**config.mk**
```make
export PLATFORM = sky130hd
export DESIGN_NAME = obstacle_force_distribution
export DESIGN_NICKNAME = d
export VERILOG_FILES = /design/src/ofd_pkg.sv /design/src/ofd_cordic.sv /design/src/ofd_sqrt.sv /design/src/obstacle_force_distribution.sv
export SDC_FILE = /design/constraint.sdc
export NUM_CORES = 2
export LEC_CHECK = 0
export ABC_AREA = 1
export BUFFER_PORTS_ARGS = -buffer_cell sky130_fd_sc_hd__buf_2
export CORE_UTILIZATION = 50
export CTS_CLUSTER_DIAMETER = 150
export DETAILED_ROUTE_END_ITERATION = 6
export PLACE_DENSITY = 0.66
export REMOVE_ABC_BUFFERS = 1
export SLEW_MARGIN = 0
export SYNTH_ARGS = -nofsm -noshare
export SYNTH_HDL_FRONTEND = slang
export SYNTH_HIERARCHICAL = 1
export SYNTH_SLANG_ARGS = --single-unit
```
**constraint.sdc**
```tcl
create_clock -name aclk -period 10.61 [get_ports aclk]
set_input_delay 1.061 -clock aclk [delete_from_list [all_inputs] [get_ports aclk]]
set_output_delay 1.061 -clock aclk [all_outputs]
set_load 0.01 [all_outputs]
```
**src/ofd_pkg.sv**
```systemverilog
`timescale 1ns / 1ps

package ofd_pkg;

    // Field widths
    localparam int DATA_W    = 24;
    localparam int FRAC_BITS = 12;
    localparam int GAIN_W    = 16;
    localparam int SPEED_W   = 23;
    localparam int SHARE_W   = 17;
    localparam int CFG_W     = 16;

    // CORDIC vectoring
    localparam int CORDIC_ITERS = 16;
    localparam int ATAN_ENTRIES = 24;
    localparam int NUM_ITERS    = (CORDIC_ITERS < ATAN_ENTRIES) ? CORDIC_ITERS : ATAN_ENTRIES;
    localparam int GUARD_BITS   = 8;
    localparam int CORDIC_W     = DATA_W + GUARD_BITS + 4;
    localparam int PHASE_W      = 34;
    localparam int ATAN_W       = 30;
    localparam int ANG_SHIFT    = 15;   // phase 2^31 = 180 deg -> 2^16 = 180 deg
    localparam int ANG_W        = PHASE_W + 1 - ANG_SHIFT;

    localparam logic signed [PHASE_W-1:0] QUARTER_PHASE = PHASE_W'(64'sd1073741824);
    localparam logic signed [PHASE_W:0]   ANG_ROUND     = (PHASE_W+1)'(64'sd16384);

    localparam logic signed [ANG_W-1:0] ANG_ONE    = ANG_W'(65536);
    localparam logic signed [ANG_W-1:0] ANG_HALF   = ANG_W'(32768);
    localparam logic signed [ANG_W-1:0] ANG_THREEH = ANG_W'(98304);

    localparam logic [SHARE_W-1:0] SHARE_HALF = SHARE_W'(32768);
    localparam logic [SHARE_W-1:0] SHARE_ONE  = SHARE_W'(65536);

    // Square root
    localparam int SQ_W       = 2 * DATA_W;
    localparam int REM_W      = DATA_W + 2;
    localparam int SQRT_STEPS = DATA_W;
    localparam int CNT_W      = $clog2(SQRT_STEPS);

    localparam logic [SPEED_W-1:0] SPEED_MAX = {SPEED_W{1'b1}};

    // Input op codes
    localparam logic OP_VELOCITY = 1'b0;
    localparam logic OP_OBSTACLE = 1'b1;

    // Configuration register indexes
    localparam logic REG_VELOCITY_GAIN   = 1'b0;
    localparam logic REG_VELOCITY_ENABLE = 1'b1;

    typedef struct packed {
        logic                     op;
        logic signed [DATA_W-1:0] value_a;
        logic signed [DATA_W-1:0] value_b;
    } ofd_in_t;

    typedef struct packed {
        logic [SHARE_W-1:0] share_left;
        logic [SHARE_W-1:0] share_right;
        logic [DATA_W-1:0]  distance;
        logic [SPEED_W-1:0] speed_level;
    } ofd_out_t;

    typedef struct packed {
        logic             load;
        logic             step;
        logic [CNT_W-1:0] idx;
    } ofd_cordic_ctrl_t;

    typedef struct packed {
        logic load;
        logic step;
    } ofd_sqrt_ctrl_t;

    typedef enum logic [1:0] {
        ST_IDLE,
        ST_SQUARE,
        ST_ITER,
        ST_FINISH
    } ofd_state_t;

    // atan(2^-i) with 2^31 = 180 degrees
    function automatic logic [ATAN_W-1:0] atan_phase(input logic [CNT_W-1:0] idx);
        logic [ATAN_W-1:0] r;
        case (idx)
            5'd0:    r = 30'd536870912;
            5'd1:    r = 30'd316933406;
            5'd2:    r = 30'd167458907;
            5'd3:    r = 30'd85004756;
            5'd4:    r = 30'd42667331;
            5'd5:    r = 30'd21354465;
            5'd6:    r = 30'd10679838;
            5'd7:    r = 30'd5340245;
            5'd8:    r = 30'd2670163;
            5'd9:    r = 30'd1335087;
            5'd10:   r = 30'd667544;
            5'd11:   r = 30'd333772;
            5'd12:   r = 30'd166886;
            5'd13:   r = 30'd83443;
            5'd14:   r = 30'd41722;
            5'd15:   r = 30'd20861;
            5'd16:   r = 30'd10430;
            5'd17:   r = 30'd5215;
            5'd18:   r = 30'd2608;
            5'd19:   r = 30'd1304;
            5'd20:   r = 30'd652;
            5'd21:   r = 30'd326;
            5'd22:   r = 30'd163;
            5'd23:   r = 30'd81;
            default: r = '0;
        endcase
        return r;
    endfunction

endpackage

```
**src/ofd_cordic.sv**
```systemverilog
`timescale 1ns / 1ps

module ofd_cordic (
    input  logic                                     aclk,
    input  ofd_pkg::ofd_cordic_ctrl_t                ctrl,
    input  logic signed [ofd_pkg::DATA_W-1:0]        x_in,
    input  logic signed [ofd_pkg::DATA_W-1:0]        z_in,
    output logic signed [ofd_pkg::PHASE_W-1:0]       phase
);

    localparam int CW = ofd_pkg::CORDIC_W;
    localparam int PW = ofd_pkg::PHASE_W;

    logic signed [CW-1:0] px_reg, py_reg;
    logic signed [PW-1:0] phase_reg;

    logic signed [CW-1:0] x_s, z_s;
    logic signed [CW-1:0] px_load, py_load;
    logic signed [PW-1:0] ph_load;
    logic signed [CW-1:0] dx, dy;
    logic signed [PW-1:0] atan_s;

    assign x_s = {{(CW-ofd_pkg::DATA_W-ofd_pkg::GUARD_BITS){x_in[ofd_pkg::DATA_W-1]}},
                  x_in, {ofd_pkg::GUARD_BITS{1'b0}}};
    assign z_s = {{(CW-ofd_pkg::DATA_W-ofd_pkg::GUARD_BITS){z_in[ofd_pkg::DATA_W-1]}},
                  z_in, {ofd_pkg::GUARD_BITS{1'b0}}};

    // left half plane: pre-rotate by a quarter turn
    always_comb begin
        px_load = x_s;
        py_load = z_s;
        ph_load = '0;
        if (x_s < 0) begin
            if (z_s >= 0) begin
                px_load = z_s;
                py_load = -x_s;
                ph_load = ofd_pkg::QUARTER_PHASE;
            end else begin
                px_load = -z_s;
                py_load = x_s;
                ph_load = -ofd_pkg::QUARTER_PHASE;
            end
        end
    end

    assign dx     = py_reg >>> ctrl.idx;
    assign dy     = px_reg >>> ctrl.idx;
    assign atan_s = PW'(ofd_pkg::atan_phase(ctrl.idx));

    always_ff @(posedge aclk) begin
        if (ctrl.load) begin
            px_reg    <= px_load;
            py_reg    <= py_load;
            phase_reg <= ph_load;
        end else if (ctrl.step) begin
            if (py_reg >= 0) begin
                px_reg    <= px_reg + dx;
                py_reg    <= py_reg - dy;
                phase_reg <= phase_reg + atan_s;
            end else begin
                px_reg    <= px_reg - dx;
                py_reg    <= py_reg + dy;
                phase_reg <= phase_reg - atan_s;
            end
        end
    end

    assign phase = phase_reg;

endmodule

```
**src/ofd_sqrt.sv**
```systemverilog
`timescale 1ns / 1ps

module ofd_sqrt (
    input  logic                              aclk,
    input  ofd_pkg::ofd_sqrt_ctrl_t           ctrl,
    input  logic [ofd_pkg::SQ_W-1:0]          radicand,
    output logic [ofd_pkg::DATA_W-1:0]        root
);

    localparam int DW = ofd_pkg::DATA_W;
    localparam int RW = ofd_pkg::REM_W;
    localparam int SW = ofd_pkg::SQ_W;

    logic [SW-1:0] rad_reg;
    logic [DW-1:0] root_reg;
    logic [RW-1:0] rem_reg;

    logic [RW+1:0] rem_t, trial, diff;
    logic          ge;
    logic [DW:0]   rounded;

    // restoring square root, one result bit per step
    assign rem_t = {rem_reg, rad_reg[SW-1 -: 2]};
    assign trial = {2'b00, root_reg, 2'b01};
    assign ge    = (rem_t >= trial);
    assign diff  = rem_t - trial;

    always_ff @(posedge aclk) begin
        if (ctrl.load) begin
            rad_reg  <= radicand;
            root_reg <= '0;
            rem_reg  <= '0;
        end else if (ctrl.step) begin
            rad_reg  <= rad_reg << 2;
            root_reg <= {root_reg[DW-2:0], ge};
            rem_reg  <= ge ? diff[RW-1:0] : rem_t[RW-1:0];
        end
    end

    // round to nearest: bump when remainder exceeds root
    assign rounded = {1'b0, root_reg} + (DW+1)'(rem_reg > RW'(root_reg));
    assign root    = rounded[DW] ? {DW{1'b1}} : rounded[DW-1:0];

endmodule

```
**src/obstacle_force_distribution.sv**
```systemverilog
`timescale 1ns / 1ps

// Obstacle force distribution.
// Input channel s_*: op 0 carries a velocity (stored, no result); op 1 carries
// an obstacle location (x, z) and produces one result transaction on m_*.
// Result: left/right force shares from atan2(z, x), the rounded distance
// sqrt(x^2 + z^2), and the speed level |velocity| * gain / 4096 (recomputed only
// when velocity_enable is set, held otherwise).
// An obstacle holds s_ready low from acceptance until its result is loaded
// into the output register; a velocity leaves the block idle. The work is
// the shared multiplier pass (x^2, z^2, velocity * gain) and the 24-step
// bit-serial square root, with the CORDIC angle iterations overlapped
// inside the root steps.
// The output register holds one result; if the receiver stalls, the block
// finishes the next obstacle and then waits with s_ready low until the
// register frees.
// Reset: gain 4096, enable 1, stored velocity and speed level 0, no result.
// Configuration writes on cfg_we take effect the next cycle; write while idle.
module obstacle_force_distribution (
    input  logic                             aclk,
    input  logic                             aresetn,
    input  logic                             s_valid,
    output logic                             s_ready,
    input  ofd_pkg::ofd_in_t                 s_data,
    output logic                             m_valid,
    input  logic                             m_ready,
    output ofd_pkg::ofd_out_t                m_data,
    input  logic                             cfg_we,
    input  logic                             cfg_index,
    input  logic [ofd_pkg::CFG_W-1:0]        cfg_wdata
);

    localparam int DW  = ofd_pkg::DATA_W;
    localparam int CNW = ofd_pkg::CNT_W;
    localparam int SW  = ofd_pkg::SQ_W;
    localparam int AW  = ofd_pkg::ANG_W;

    localparam logic [CNW-1:0] SQ_STEP_X     = CNW'(0);
    localparam logic [CNW-1:0] SQ_STEP_Z     = CNW'(1);
    localparam logic [CNW-1:0] SQ_STEP_GAIN  = CNW'(2);
    localparam logic [CNW-1:0] SQ_STEP_SPEED = CNW'(3);
    localparam logic [CNW-1:0] ITER_LAST     = CNW'(ofd_pkg::SQRT_STEPS - 1);
    localparam logic [CNW-1:0] CORDIC_LAST   = CNW'(ofd_pkg::NUM_ITERS - 1);
    localparam logic [SW-1:0]  SPEED_ROUND   = SW'(1) << (ofd_pkg::FRAC_BITS - 1);

    ofd_pkg::ofd_state_t state_reg, state_next;
    logic [CNW-1:0]      cnt_reg, cnt_next;

    logic [ofd_pkg::GAIN_W-1:0]  gain_reg;
    logic                        enable_reg;
    logic signed [DW-1:0]        velocity_reg;
    logic [ofd_pkg::SPEED_W-1:0] speed_reg;

    logic [DW-1:0] ax_reg, az_reg;
    logic          zero_reg;
    logic [SW-1:0] prod_reg, sumsq_reg;

    logic              out_valid_reg;
    ofd_pkg::ofd_out_t out_data_reg;

    logic s_accept, obstacle_accept, out_load;

    ofd_pkg::ofd_cordic_ctrl_t cordic_ctrl;
    ofd_pkg::ofd_sqrt_ctrl_t   sqrt_ctrl;
    logic signed [ofd_pkg::PHASE_W-1:0] phase;
    logic [DW-1:0]                      root;

    logic [DW-1:0] abs_a, abs_b, abs_v;
    logic [DW-1:0] mul_a, mul_b;
    logic [SW-1:0] mul_p, speed_wide;
    logic [SW-ofd_pkg::FRAC_BITS-1:0] speed_shift;

    logic signed [ofd_pkg::PHASE_W:0]   phase_r;
    logic signed [AW-1:0]               ang, ang_c, left_s;
    logic [ofd_pkg::SHARE_W-1:0]        left_share;

    assign s_accept        = s_valid && s_ready;
    assign obstacle_accept = s_accept && (s_data.op == ofd_pkg::OP_OBSTACLE);

    assign abs_a = s_data.value_a[DW-1] ? DW'(-s_data.value_a) : DW'(s_data.value_a);
    assign abs_b = s_data.value_b[DW-1] ? DW'(-s_data.value_b) : DW'(s_data.value_b);
    assign abs_v = velocity_reg[DW-1] ? DW'(-velocity_reg) : DW'(velocity_reg);

    // sequencer
    always_ff @(posedge aclk) begin
        if (!aresetn) begin
            state_reg <= ofd_pkg::ST_IDLE;
            cnt_reg   <= '0;
        end else begin
            state_reg <= state_next;
            cnt_reg   <= cnt_next;
        end
    end

    always_comb begin
        state_next = state_reg;
        cnt_next   = cnt_reg;
        s_ready    = 1'b0;
        out_load   = 1'b0;
        case (state_reg)
            ofd_pkg::ST_IDLE: begin
                s_ready = 1'b1;
                if (s_valid && s_data.op == ofd_pkg::OP_OBSTACLE) begin
                    state_next = ofd_pkg::ST_SQUARE;
                    cnt_next   = '0;
                end
            end
            ofd_pkg::ST_SQUARE: begin
                cnt_next = cnt_reg + CNW'(1);
                if (cnt_reg == SQ_STEP_SPEED) begin
                    state_next = ofd_pkg::ST_ITER;
                    cnt_next   = '0;
                end
            end
            ofd_pkg::ST_ITER: begin
                cnt_next = cnt_reg + CNW'(1);
                if (cnt_reg == ITER_LAST) begin
                    state_next = ofd_pkg::ST_FINISH;
                    cnt_next   = '0;
                end
            end
            ofd_pkg::ST_FINISH: begin
                if (!out_valid_reg || m_ready) begin
                    out_load   = 1'b1;
                    state_next = ofd_pkg::ST_IDLE;
                end
            end
            default: begin
                state_next = ofd_pkg::ST_IDLE;
            end
        endcase
    end

    assign cordic_ctrl.load = obstacle_accept;
    assign cordic_ctrl.step = (state_reg == ofd_pkg::ST_ITER) && (cnt_reg <= CORDIC_LAST);
    assign cordic_ctrl.idx  = cnt_reg;
    assign sqrt_ctrl.load   = (state_reg == ofd_pkg::ST_SQUARE) && (cnt_reg == SQ_STEP_SPEED);
    assign sqrt_ctrl.step   = (state_reg == ofd_pkg::ST_ITER);

    ofd_cordic u_cordic (
        .aclk  (aclk),
        .ctrl  (cordic_ctrl),
        .x_in  (s_data.value_a),
        .z_in  (s_data.value_b),
        .phase (phase)
    );

    ofd_sqrt u_sqrt (
        .aclk     (aclk),
        .ctrl     (sqrt_ctrl),
        .radicand (sumsq_reg),
        .root     (root)
    );

    // configuration registers
    always_ff @(posedge aclk) begin
        if (!aresetn) begin
            gain_reg   <= ofd_pkg::GAIN_W'(4096);
            enable_reg <= 1'b1;
        end else if (cfg_we) begin
            case (cfg_index)
                ofd_pkg::REG_VELOCITY_GAIN:   gain_reg   <= cfg_wdata;
                ofd_pkg::REG_VELOCITY_ENABLE: enable_reg <= cfg_wdata[0];
                default: ;
            endcase
        end
    end

    // shared multiplier: x^2, z^2, then |velocity| * gain
    always_comb begin
        case (cnt_reg)
            SQ_STEP_X: begin
                mul_a = ax_reg;
                mul_b = ax_reg;
            end
            SQ_STEP_Z: begin
                mul_a = az_reg;
                mul_b = az_reg;
            end
            default: begin
                mul_a = abs_v;
                mul_b = DW'(gain_reg);
            end
        endcase
    end

    assign mul_p       = mul_a * mul_b;
    assign speed_wide  = prod_reg + SPEED_ROUND;
    assign speed_shift = speed_wide[SW-1:ofd_pkg::FRAC_BITS];

    always_ff @(posedge aclk) begin
        if (obstacle_accept) begin
            ax_reg   <= abs_a;
            az_reg   <= abs_b;
            zero_reg <= (s_data.value_a == '0) && (s_data.value_b == '0);
        end
        if (state_reg == ofd_pkg::ST_SQUARE) begin
            prod_reg <= mul_p;
            if (cnt_reg == SQ_STEP_Z) begin
                sumsq_reg <= prod_reg;
            end else if (cnt_reg == SQ_STEP_GAIN) begin
                sumsq_reg <= sumsq_reg + prod_reg;
            end
        end
    end

    always_ff @(posedge aclk) begin
        if (!aresetn) begin
            velocity_reg <= '0;
            speed_reg    <= '0;
        end else begin
            if (s_accept && s_data.op == ofd_pkg::OP_VELOCITY) begin
                velocity_reg <= s_data.value_a;
            end
            if (state_reg == ofd_pkg::ST_SQUARE && cnt_reg == SQ_STEP_SPEED && enable_reg) begin
                speed_reg <= (speed_shift > (SW-ofd_pkg::FRAC_BITS)'(ofd_pkg::SPEED_MAX))
                           ? ofd_pkg::SPEED_MAX
                           : speed_shift[ofd_pkg::SPEED_W-1:0];
            end
        end
    end

    // phase -> angle (65536 = 180 deg), rounded half up, then piecewise share
    assign phase_r = {phase[ofd_pkg::PHASE_W-1], phase} + ofd_pkg::ANG_ROUND;
    assign ang     = phase_r[ofd_pkg::PHASE_W:ofd_pkg::ANG_SHIFT];

    always_comb begin
        if (ang > ofd_pkg::ANG_ONE) begin
            ang_c = ofd_pkg::ANG_ONE;
        end else if (ang < -ofd_pkg::ANG_ONE) begin
            ang_c = -ofd_pkg::ANG_ONE;
        end else begin
            ang_c = ang;
        end
        if (ang_c >= ofd_pkg::ANG_HALF) begin
            left_s = ang_c - ofd_pkg::ANG_HALF;
        end else if (ang_c >= -ofd_pkg::ANG_HALF) begin
            left_s = ofd_pkg::ANG_HALF - ang_c;
        end else begin
            left_s = ofd_pkg::ANG_THREEH + ang_c;
        end
        if (left_s < 0) begin
            left_share = '0;
        end else if (left_s > ofd_pkg::ANG_ONE) begin
            left_share = ofd_pkg::SHARE_ONE;
        end else begin
            left_share = left_s[ofd_pkg::SHARE_W-1:0];
        end
    end

    // output register
    always_ff @(posedge aclk) begin
        if (!aresetn) begin
            out_valid_reg <= 1'b0;
        end else if (out_load) begin
            out_valid_reg <= 1'b1;
        end else if (m_ready) begin
            out_valid_reg <= 1'b0;
        end
    end

    always_ff @(posedge aclk) begin
        if (out_load) begin
            out_data_reg.share_left  <= zero_reg ? ofd_pkg::SHARE_HALF : left_share;
            out_data_reg.share_right <= ofd_pkg::SHARE_ONE
                                      - (zero_reg ? ofd_pkg::SHARE_HALF : left_share);
            out_data_reg.distance    <= root;
            out_data_reg.speed_level <= speed_reg;
        end
    end

    assign m_valid = out_valid_reg;
    assign m_data  = out_data_reg;

    // an obstacle transaction blocks the input for its whole computation
    assert property (@(posedge aclk) disable iff (!aresetn)
        obstacle_accept |=> !s_ready)
        else $error("input accepted while obstacle in progress");

    // a velocity transaction never produces a result
    assert property (@(posedge aclk) disable iff (!aresetn)
        (s_accept && s_data.op == ofd_pkg::OP_VELOCITY && !m_valid) |=> !m_valid)
        else $error("result produced by velocity transaction");

    // shares always sum to one
    assert property (@(posedge aclk) disable iff (!aresetn)
        m_valid |-> (({1'b0, m_data.share_left} + {1'b0, m_data.share_right})
                     == (ofd_pkg::SHARE_W+1)'(65536)))
        else $error("left and right shares do not sum to one");

    // the result register is only loaded from the final state
    assert property (@(posedge aclk) disable iff (!aresetn)
        $rose(m_valid) |-> ($past(state_reg) == ofd_pkg::ST_FINISH))
        else $error("result loaded outside final state");

endmodule

```
**After elaboration in Yosys (flattened, before gate mapping)**

Memory sizes are Yosys's and may differ from the RTL's. A register that Yosys moved wholly into a read port is not among the register bits.
Index checks and enable logic that the tools add are counted.

- Logic and storage cells: 148
- Input port bits: 71
- ROM bits: 960
- Flip-flop bits (word level): 502
- Memories kept: 1

Memories:

| memory | words | bits a word | read ports | clocked after Yosys merged registers in | write ports | RTL line | text |
|---|---|---|---|---|---|---|---|
| (no name shown) | 32 | 30 | 1 | 1 | 0 | ofd_pkg.sv:84 | `case (idx)` |

- Add/sub/neg operators: 21
- Equality and inequality tests: 11
- Order comparisons: 13
- $mul: 1
- Reduce and logical (&&, ||, !) cells: 24
- Shift-type cells: 2
- Bitwise operators: 2
- Muxes and demuxes: 49

Operator list:

| kind | number |
|---|---|
| $mux W36 | 10 |
| $mux W48 | 4 |
| $mux W34 | 5 |
| $pmux W24 S2 | 2 |
| $mux W20 | 4 |
| $add A36 B36 Y36 | 2 |
| $neg A24 Y24 | 3 |
| $neg A32 Y36 | 2 |
| $sshr A36 B5 Y36 | 2 |
| $sub A36 B36 Y36 | 2 |
| $mux W23 | 3 |
| $mux W17 | 3 |
| $add A48 B12 Y48 const B | 1 |
| $add A48 B48 Y48 | 1 |
| $logic_not A24 Y1 | 2 |
| $mul A24 B24 Y48 | 1 |
| $gt A20 B18 Y1 const B | 2 |
| $ge A36 B1 Y1 const B | 1 |
| $gt A36 B23 Y1 const B | 1 |
| $add A34 B16 Y35 const B | 1 |
| $add A34 B31 Y34 | 1 |
| $sub A34 B31 Y34 | 1 |
| $ge A32 B1 Y1 const B | 1 |
| $lt A32 B1 Y1 const B | 1 |
| 38 further kinds | 67 |

**Depth between registers and ports, before layout**

- Word-level depth: 12
- Mapped depth: 43

**By module**

Netlist, hierarchy kept.

By module, submodules not included:

| module | sequential area each (µm²) | cells an instance | area each (µm²) | times used |
|---|---|---|---|---|
| obstacle_force_distribution | 8197.9 | 4417 | 36135.9 | 1 |
| ofd_cordic | 3183.1 | 3079 | 18338.8 | 1 |
| ofd_sqrt | 2442.3 | 956 | 6568.8 | 1 |

**Worst setup path after synthesis**

Ideal clock, no wire load.

- Path type: register -> register
- Start: register cnt_reg[0]
- End: register prod_reg[47], data pin
- Cell stages (with the launch flop): 36
- Arrival time: 8.697 ns
- Setup time: 0.265 ns
- Required time: 10.345 ns
- Setup slack: 1.648 ns
- Buffers on the path: 2
- Cells stage by stage: dfxtp_1 > inv_1 > ha_1 > nand2_1 > clkinv_1 > nor2_1 > clkinv_1 > clkbuf_1 > o21ai_1 > clkinv_1 > clkbuf_1 > nand2_1 > fa_1 > fa_1 > inv_1 > fa_1 > ha_1 > fa_1 > inv_1 > fa_1 > fa_1 > inv_1 > ha_1 > a21oi_1 > inv_1 > a31oi_1 > o21ai_0 > a31oi_1 > o21ai_0 > a21boi_0 > o21ai_0 > a21boi_0 > o21ai_0 > a21boi_0 > o21ai_0 > xor2_1

- Word-level cells in the longest chain between the ends: 3
- Elaborated cells on any way between the ends: 5
- Classes of those cells: mul: 1; eq/ne: 1; mux: 2; reduce/logical: 1

RTL lines:

| element | RTL line | text |
|---|---|---|
| from (decl) | obstacle_force_distribution.sv:47 | `logic [CNW-1:0] cnt_reg, cnt_next;` |
| from (signal assigned) | obstacle_force_distribution.sv:91 | `cnt_reg <= cnt_next;` |
| $eq A5 B1 Y1 / $logic_not A5 Y1 (equally long branches) | obstacle_force_distribution.sv:171 | `case (cnt_reg)` |
| $pmux W24 S2 | obstacle_force_distribution.sv:171 |  |
| $mul A24 B24 Y48 (*) | obstacle_force_distribution.sv:187 | `assign mul_p = mul_a * mul_b;` |
| net mul_p[47] | obstacle_force_distribution.sv:70 | `logic [SW-1:0] mul_p, speed_wide;` |
| to (signal assigned) | obstacle_force_distribution.sv:198 | `prod_reg <= mul_p;` |
| to (decl) | obstacle_force_distribution.sv:56 | `logic [SW-1:0] prod_reg, sumsq_reg;` |

The timed path passes the listed nets; every way through them passes the cells marked *.
A chain may end at the register's enable or synchronous reset.

**Final worst setup path**

Same ends and word-level chain as after synthesis.

==> insert_results.sql <==
INSERT INTO impl_metrics (metric_group, metric, value, unit) VALUES
('global_route', 'first_global_vias', '54300', ''),
('worst_setup_path', 'critical_path_arrival', '10.38', 'ns'),
('place', 'hpwlAfterDp', '159', 'mm'),
('worst_setup_path', 'worstSetupStartpointType', 'register', ''),
('outcome', 'run_status', 'finished, final reports clean', ''),
('finish', 'mostFrequentLayoutCells', 'sky130_fd_sc_hd__nand2_1, sky130_fd_sc_hd__inv_1, sky130_fd_sc_hd__nor2_1', ''),
('sta', 'timing.final.crit_share', '93.5', '%'),
('global_route', 'grt_max_degree', '90', ''),
('sta', 'slew_at_the_pin_closest_to_its_max_slew_limit', '1.23', 'ns'),
('sta', 'worst_hold_slack_across_all_endpoints', '0.436', 'ns'),
('floorplan', 'placement_rows', '127', ''),
('routing', 'final_antenna_net_count', '0', ''),
('synthesis', 'postSynthCellCount', '8452', ''),
('routing', 'met2WireLength', '86.2', 'mm'),
('floorplan', 'die_h', '351', 'um'),
('floorplan', 'floorplan.core_area', '120000', 'um^2'),
('worst_setup_path', 'worst_path_most_repeated_cell', 'sky130_fd_sc_hd__inv_1', ''),
('worst_setup_path', 'critPathSlowestCell', 'sky130_fd_sc_hd__fa_1', ''),
('clock_network', 'cts_htree_levels', '2', ''),
('worst_setup_path', 'worst-endpoint-required', '11.07', 'ns'),
('sta', 'finalClockSkew', '0.0557', 'ns'),
('finish', 'final_stage_net_count', '9449', ''),
('synthesis', 'synthesis.area', '61000', 'um^2'),
('worst_setup_path', 'worst-setup-path-type', 'reg -> reg', ''),
('finish', 'drive_above_1_share', '7.08', '%'),
('routing', 'route.detailed.vias_per_inst', '5.59', ''),
('finish', 'area_delta_synth_final', '7.35', '%'),
('global_route', 'grt.overflow.total', '0', ''),
('run', 'maxCapViolations', '0', ''),
('worst_setup_path', 'largest_fanout_of_any_net_on_the_critical_path', '37', ''),
('finish', 'largest_register_ff_count', '80', ''),
('clock_network', 'clk-insertion-delay-late', '0.73', 'ns'),
('global_route', 'number_of_antenna_violations_at_the_first_check_in_global_routing', '4', ''),
('sta', 'period_needed', '9.92', 'ns'),
('global_route', 'grt_pass1_wl', '310', 'mm'),
('synthesis', 'ys_ff_latch', '501', ''),
('sta', 'rsz_0062_raised_after_global_routing', 'false', ''),
('synthesis', 'post_synth_edffs', '379', ''),
('floorplan', 'initial_utilization', '50.7', '%'),
('routing', 'vias', '56800', ''),
('floorplan', 'i_o_pin_total', '154', ''),
('routing', 'dr.pass1.iters', '7', ''),
('sta', 'timing.max_slew.rel_slack', '17.9', '%'),
('routing', 'drc_errors', '0', ''),
('routing', 'routed_wl', '200', 'mm'),
('routing', 'drt-wirelength-per-cell', '19.6', 'um'),
('routing', 'wirelength_met1', '88.8', 'mm'),
('synthesis', 'postSynth.asyncResetShare', '0', '%'),
('synthesis', 'synthesis.yosys.warnings', '6', ''),
('clock_network', 'cts_tree', 'built', ''),
('routing', 'top_signal_layer_used', 'met5', ''),
('place', 'dp_area', '63400', 'um^2'),
('clock_network', 'clkSinkCount', '501', ''),
('floorplan', 'design.die.area', '123000', 'um^2'),
('synthesis', 'postSynthAreaPerCell', '7.22', 'um^2'),
('global_route', 'groute.usage.overall', '32.3', '%'),
('min_path', 'min-delay-path-class', 'reg -> reg', ''),
('worst_setup_path', 'cp_endpoint_kind', 'register', ''),
('clock_network', 'cts.hold.buffers_added', '0', ''),
('clock_network', 'clk_path_buf_depth', '3', ''),
('routing', 'drt-initial-drc-count', '5291', ''),
('clock_network', 'root_buffer', 'sky130_fd_sc_hd__clkbuf_16', ''),
('sta', 'number_of_setup_violations_in_the_final_report', '0', ''),
('place', 'place.gp.congestion', '1.02', ''),
('finish', 'layout.cells.most_common', 'sky130_fd_sc_hd__nand2_1', ''),
('synthesis', 'unique_cell_type_count_in_the_yosys_netlist', '72', ''),
('synthesis', 'ys_seq_area_share', '22.6', '%'),
('worst_setup_path', 'critical-path-max-stage-delay', '0.54', 'ns'),
('floorplan', 'dieWidth', '351', 'um'),
('synthesis', 'ys.flop_type', 'sky130_fd_sc_hd__edfxtp_1', ''),
('sta', 'hold_viol', '0', ''),
('clock_network', 'cts_inserted_buffers', '59', ''),
('routing', 'met3WireLength', '18.8', 'mm'),
('finish', 'filler_cell_count_in_the_final_layout', '11900', ''),
('finish', 'finalInstanceArea', '65500', 'um^2'),
('sta', 'slew_violations', '0', ''),
('sta', 'fmax', '0.101', 'GHz'),
('place', 'place.port_buffers', '153', ''),
('clock_network', 'clk_pin_slew_worst_paths', '0.06', 'ns');
area by class of cell:
type	count	area [um^2]	share of cell area (%)
tap	1612	2020	3.08
multi-input combinational	6321	40800	62.3
clock buffer	74	1680	2.56
antenna	1	2.50	0.00382
inverter	1357	5100	7.78
timing repair buffer	265	1610	2.45
clock inverter	38	449	0.685
sequential	501	13800	21.1
worst paths after layout:
check | slack [ns] | depth (start not counted) | endpoint | startpoint
hold / removal | 0.44 | 0 | m_data[12] | speed_reg[12]
setup / recovery | 0.69 | 36 | prod_reg[47] | cnt_reg[0]
setup reg to reg | 0.69 | 36 | prod_reg[47] | cnt_reg[0]
hold reg to reg | 0.44 | 0 | m_data[12] | speed_reg[12]
repair_timing:
action | CTS | global route
setup endpoints to repair | 0 | 2
gates resized for setup | 0 | 1
setup buffers | 0 | 0
logic make-up (layout without fill, tap and decap cells):
family	Yosys count	count (layout)	share of synthesized area, %
buffers and inverters	1630	1734	10.5
XOR/XNOR	313	313	4.50
adder cells (fa/ha/maj)	873	873	23.9
AO/OA/AOI/OAI	1142	1142	10.8
other	0	1	0
AND/OR/NAND/NOR	3993	3993	27.6
flip-flops	501	501	22.6
per-layer routing:
metal / global-route usage (%) / vias to the layer above
met1: 46.2 / 26900
met4: 9.29 / 2
met3: 5.85 / 332
li1: - / 27200
met2: 49.7 / 2445
met5: 0 / -
cell usage after synthesis (6+ instances only):
cell | number | area, um^2
sky130_fd_sc_hd__a21oi_1 | 389 | 1950
sky130_fd_sc_hd__nor4_1 | 19 | 119
sky130_fd_sc_hd__o21a_1 | 26 | 195
sky130_fd_sc_hd__a21boi_0 | 15 | 113
sky130_fd_sc_hd__o21ai_2 | 12 | 105
sky130_fd_sc_hd__a31oi_1 | 61 | 382
sky130_fd_sc_hd__clkbuf_1 | 169 | 634
sky130_fd_sc_hd__or2_2 | 25 | 156
sky130_fd_sc_hd__dfxtp_1 | 122 | 2440
sky130_fd_sc_hd__inv_1 | 1304 | 4890
sky130_fd_sc_hd__buf_6 | 22 | 248
sky130_fd_sc_hd__nand2_4 | 9 | 101
sky130_fd_sc_hd__a221oi_1 | 6 | 52.6
sky130_fd_sc_hd__ha_1 | 387 | 4840
sky130_fd_sc_hd__nor3_2 | 6 | 60.1
sky130_fd_sc_hd__buf_1 | 28 | 105
sky130_fd_sc_hd__o21ai_1 | 30 | 150
sky130_fd_sc_hd__nor2_1 | 876 | 3290
sky130_fd_sc_hd__nor2_4 | 15 | 169
sky130_fd_sc_hd__xnor2_1 | 107 | 937
sky130_fd_sc_hd__nand4_1 | 69 | 432
sky130_fd_sc_hd__edfxtp_1 | 379 | 11400
sky130_fd_sc_hd__buf_4 | 10 | 75.1
sky130_fd_sc_hd__nor3_1 | 86 | 430
sky130_fd_sc_hd__fa_1 | 486 | 9730
sky130_fd_sc_hd__nand3_1 | 551 | 2760
sky130_fd_sc_hd__o211ai_1 | 34 | 255
sky130_fd_sc_hd__nand3_2 | 32 | 320
sky130_fd_sc_hd__nand2_1 | 2200 | 8260
sky130_fd_sc_hd__a21o_1 | 20 | 150
sky130_fd_sc_hd__xor2_1 | 205 | 1800
sky130_fd_sc_hd__nand2_2 | 43 | 269
sky130_fd_sc_hd__o221ai_1 | 40 | 350
sky130_fd_sc_hd__o21ai_0 | 386 | 1930
sky130_fd_sc_hd__nor2_2 | 22 | 138
sky130_fd_sc_hd__o31ai_1 | 24 | 180
sky130_fd_sc_hd__nand3b_1 | 15 | 113
sky130_fd_sc_hd__inv_2 | 24 | 90.1
sky130_fd_sc_hd__buf_2 | 40 | 200
sky130_fd_sc_hd__clkinv_1 | 26 | 97.6
sky130_fd_sc_hd__a21oi_2 | 15 | 131
sky130_fd_sc_hd__o21bai_1 | 16 | 120
sky130_fd_sc_hd__o22ai_1 | 39 | 244
stage by stage:
stage          worst slack [ns]  util, %  TNS, ns  instances
3_3_place_gp              0.552     52.6        0      10100
4_1_cts                   0.488     54.4        0      10200
3_5_place_dp              0.462     52.6        0      10100
2_1_floorplan             -3.33        -   -99.44       8179
6_report                  0.690     54.4        0      10200
5_1_grt                   0.122     54.4        0      10200
worst max-delay path: cells and delay by family (launching register included):
kind            cells  cell delay, ns
flops               1            0.34
xor+xnor            1            0.15
simple gates        4            0.62
compound gates     10            2.76
fa+ha+maj           9            4.05
buf+inv            12            1.77
Power is left out: the tool's default activity adds up to more than one toggle a clock period on the data nets, which glitch-free logic cannot reach.
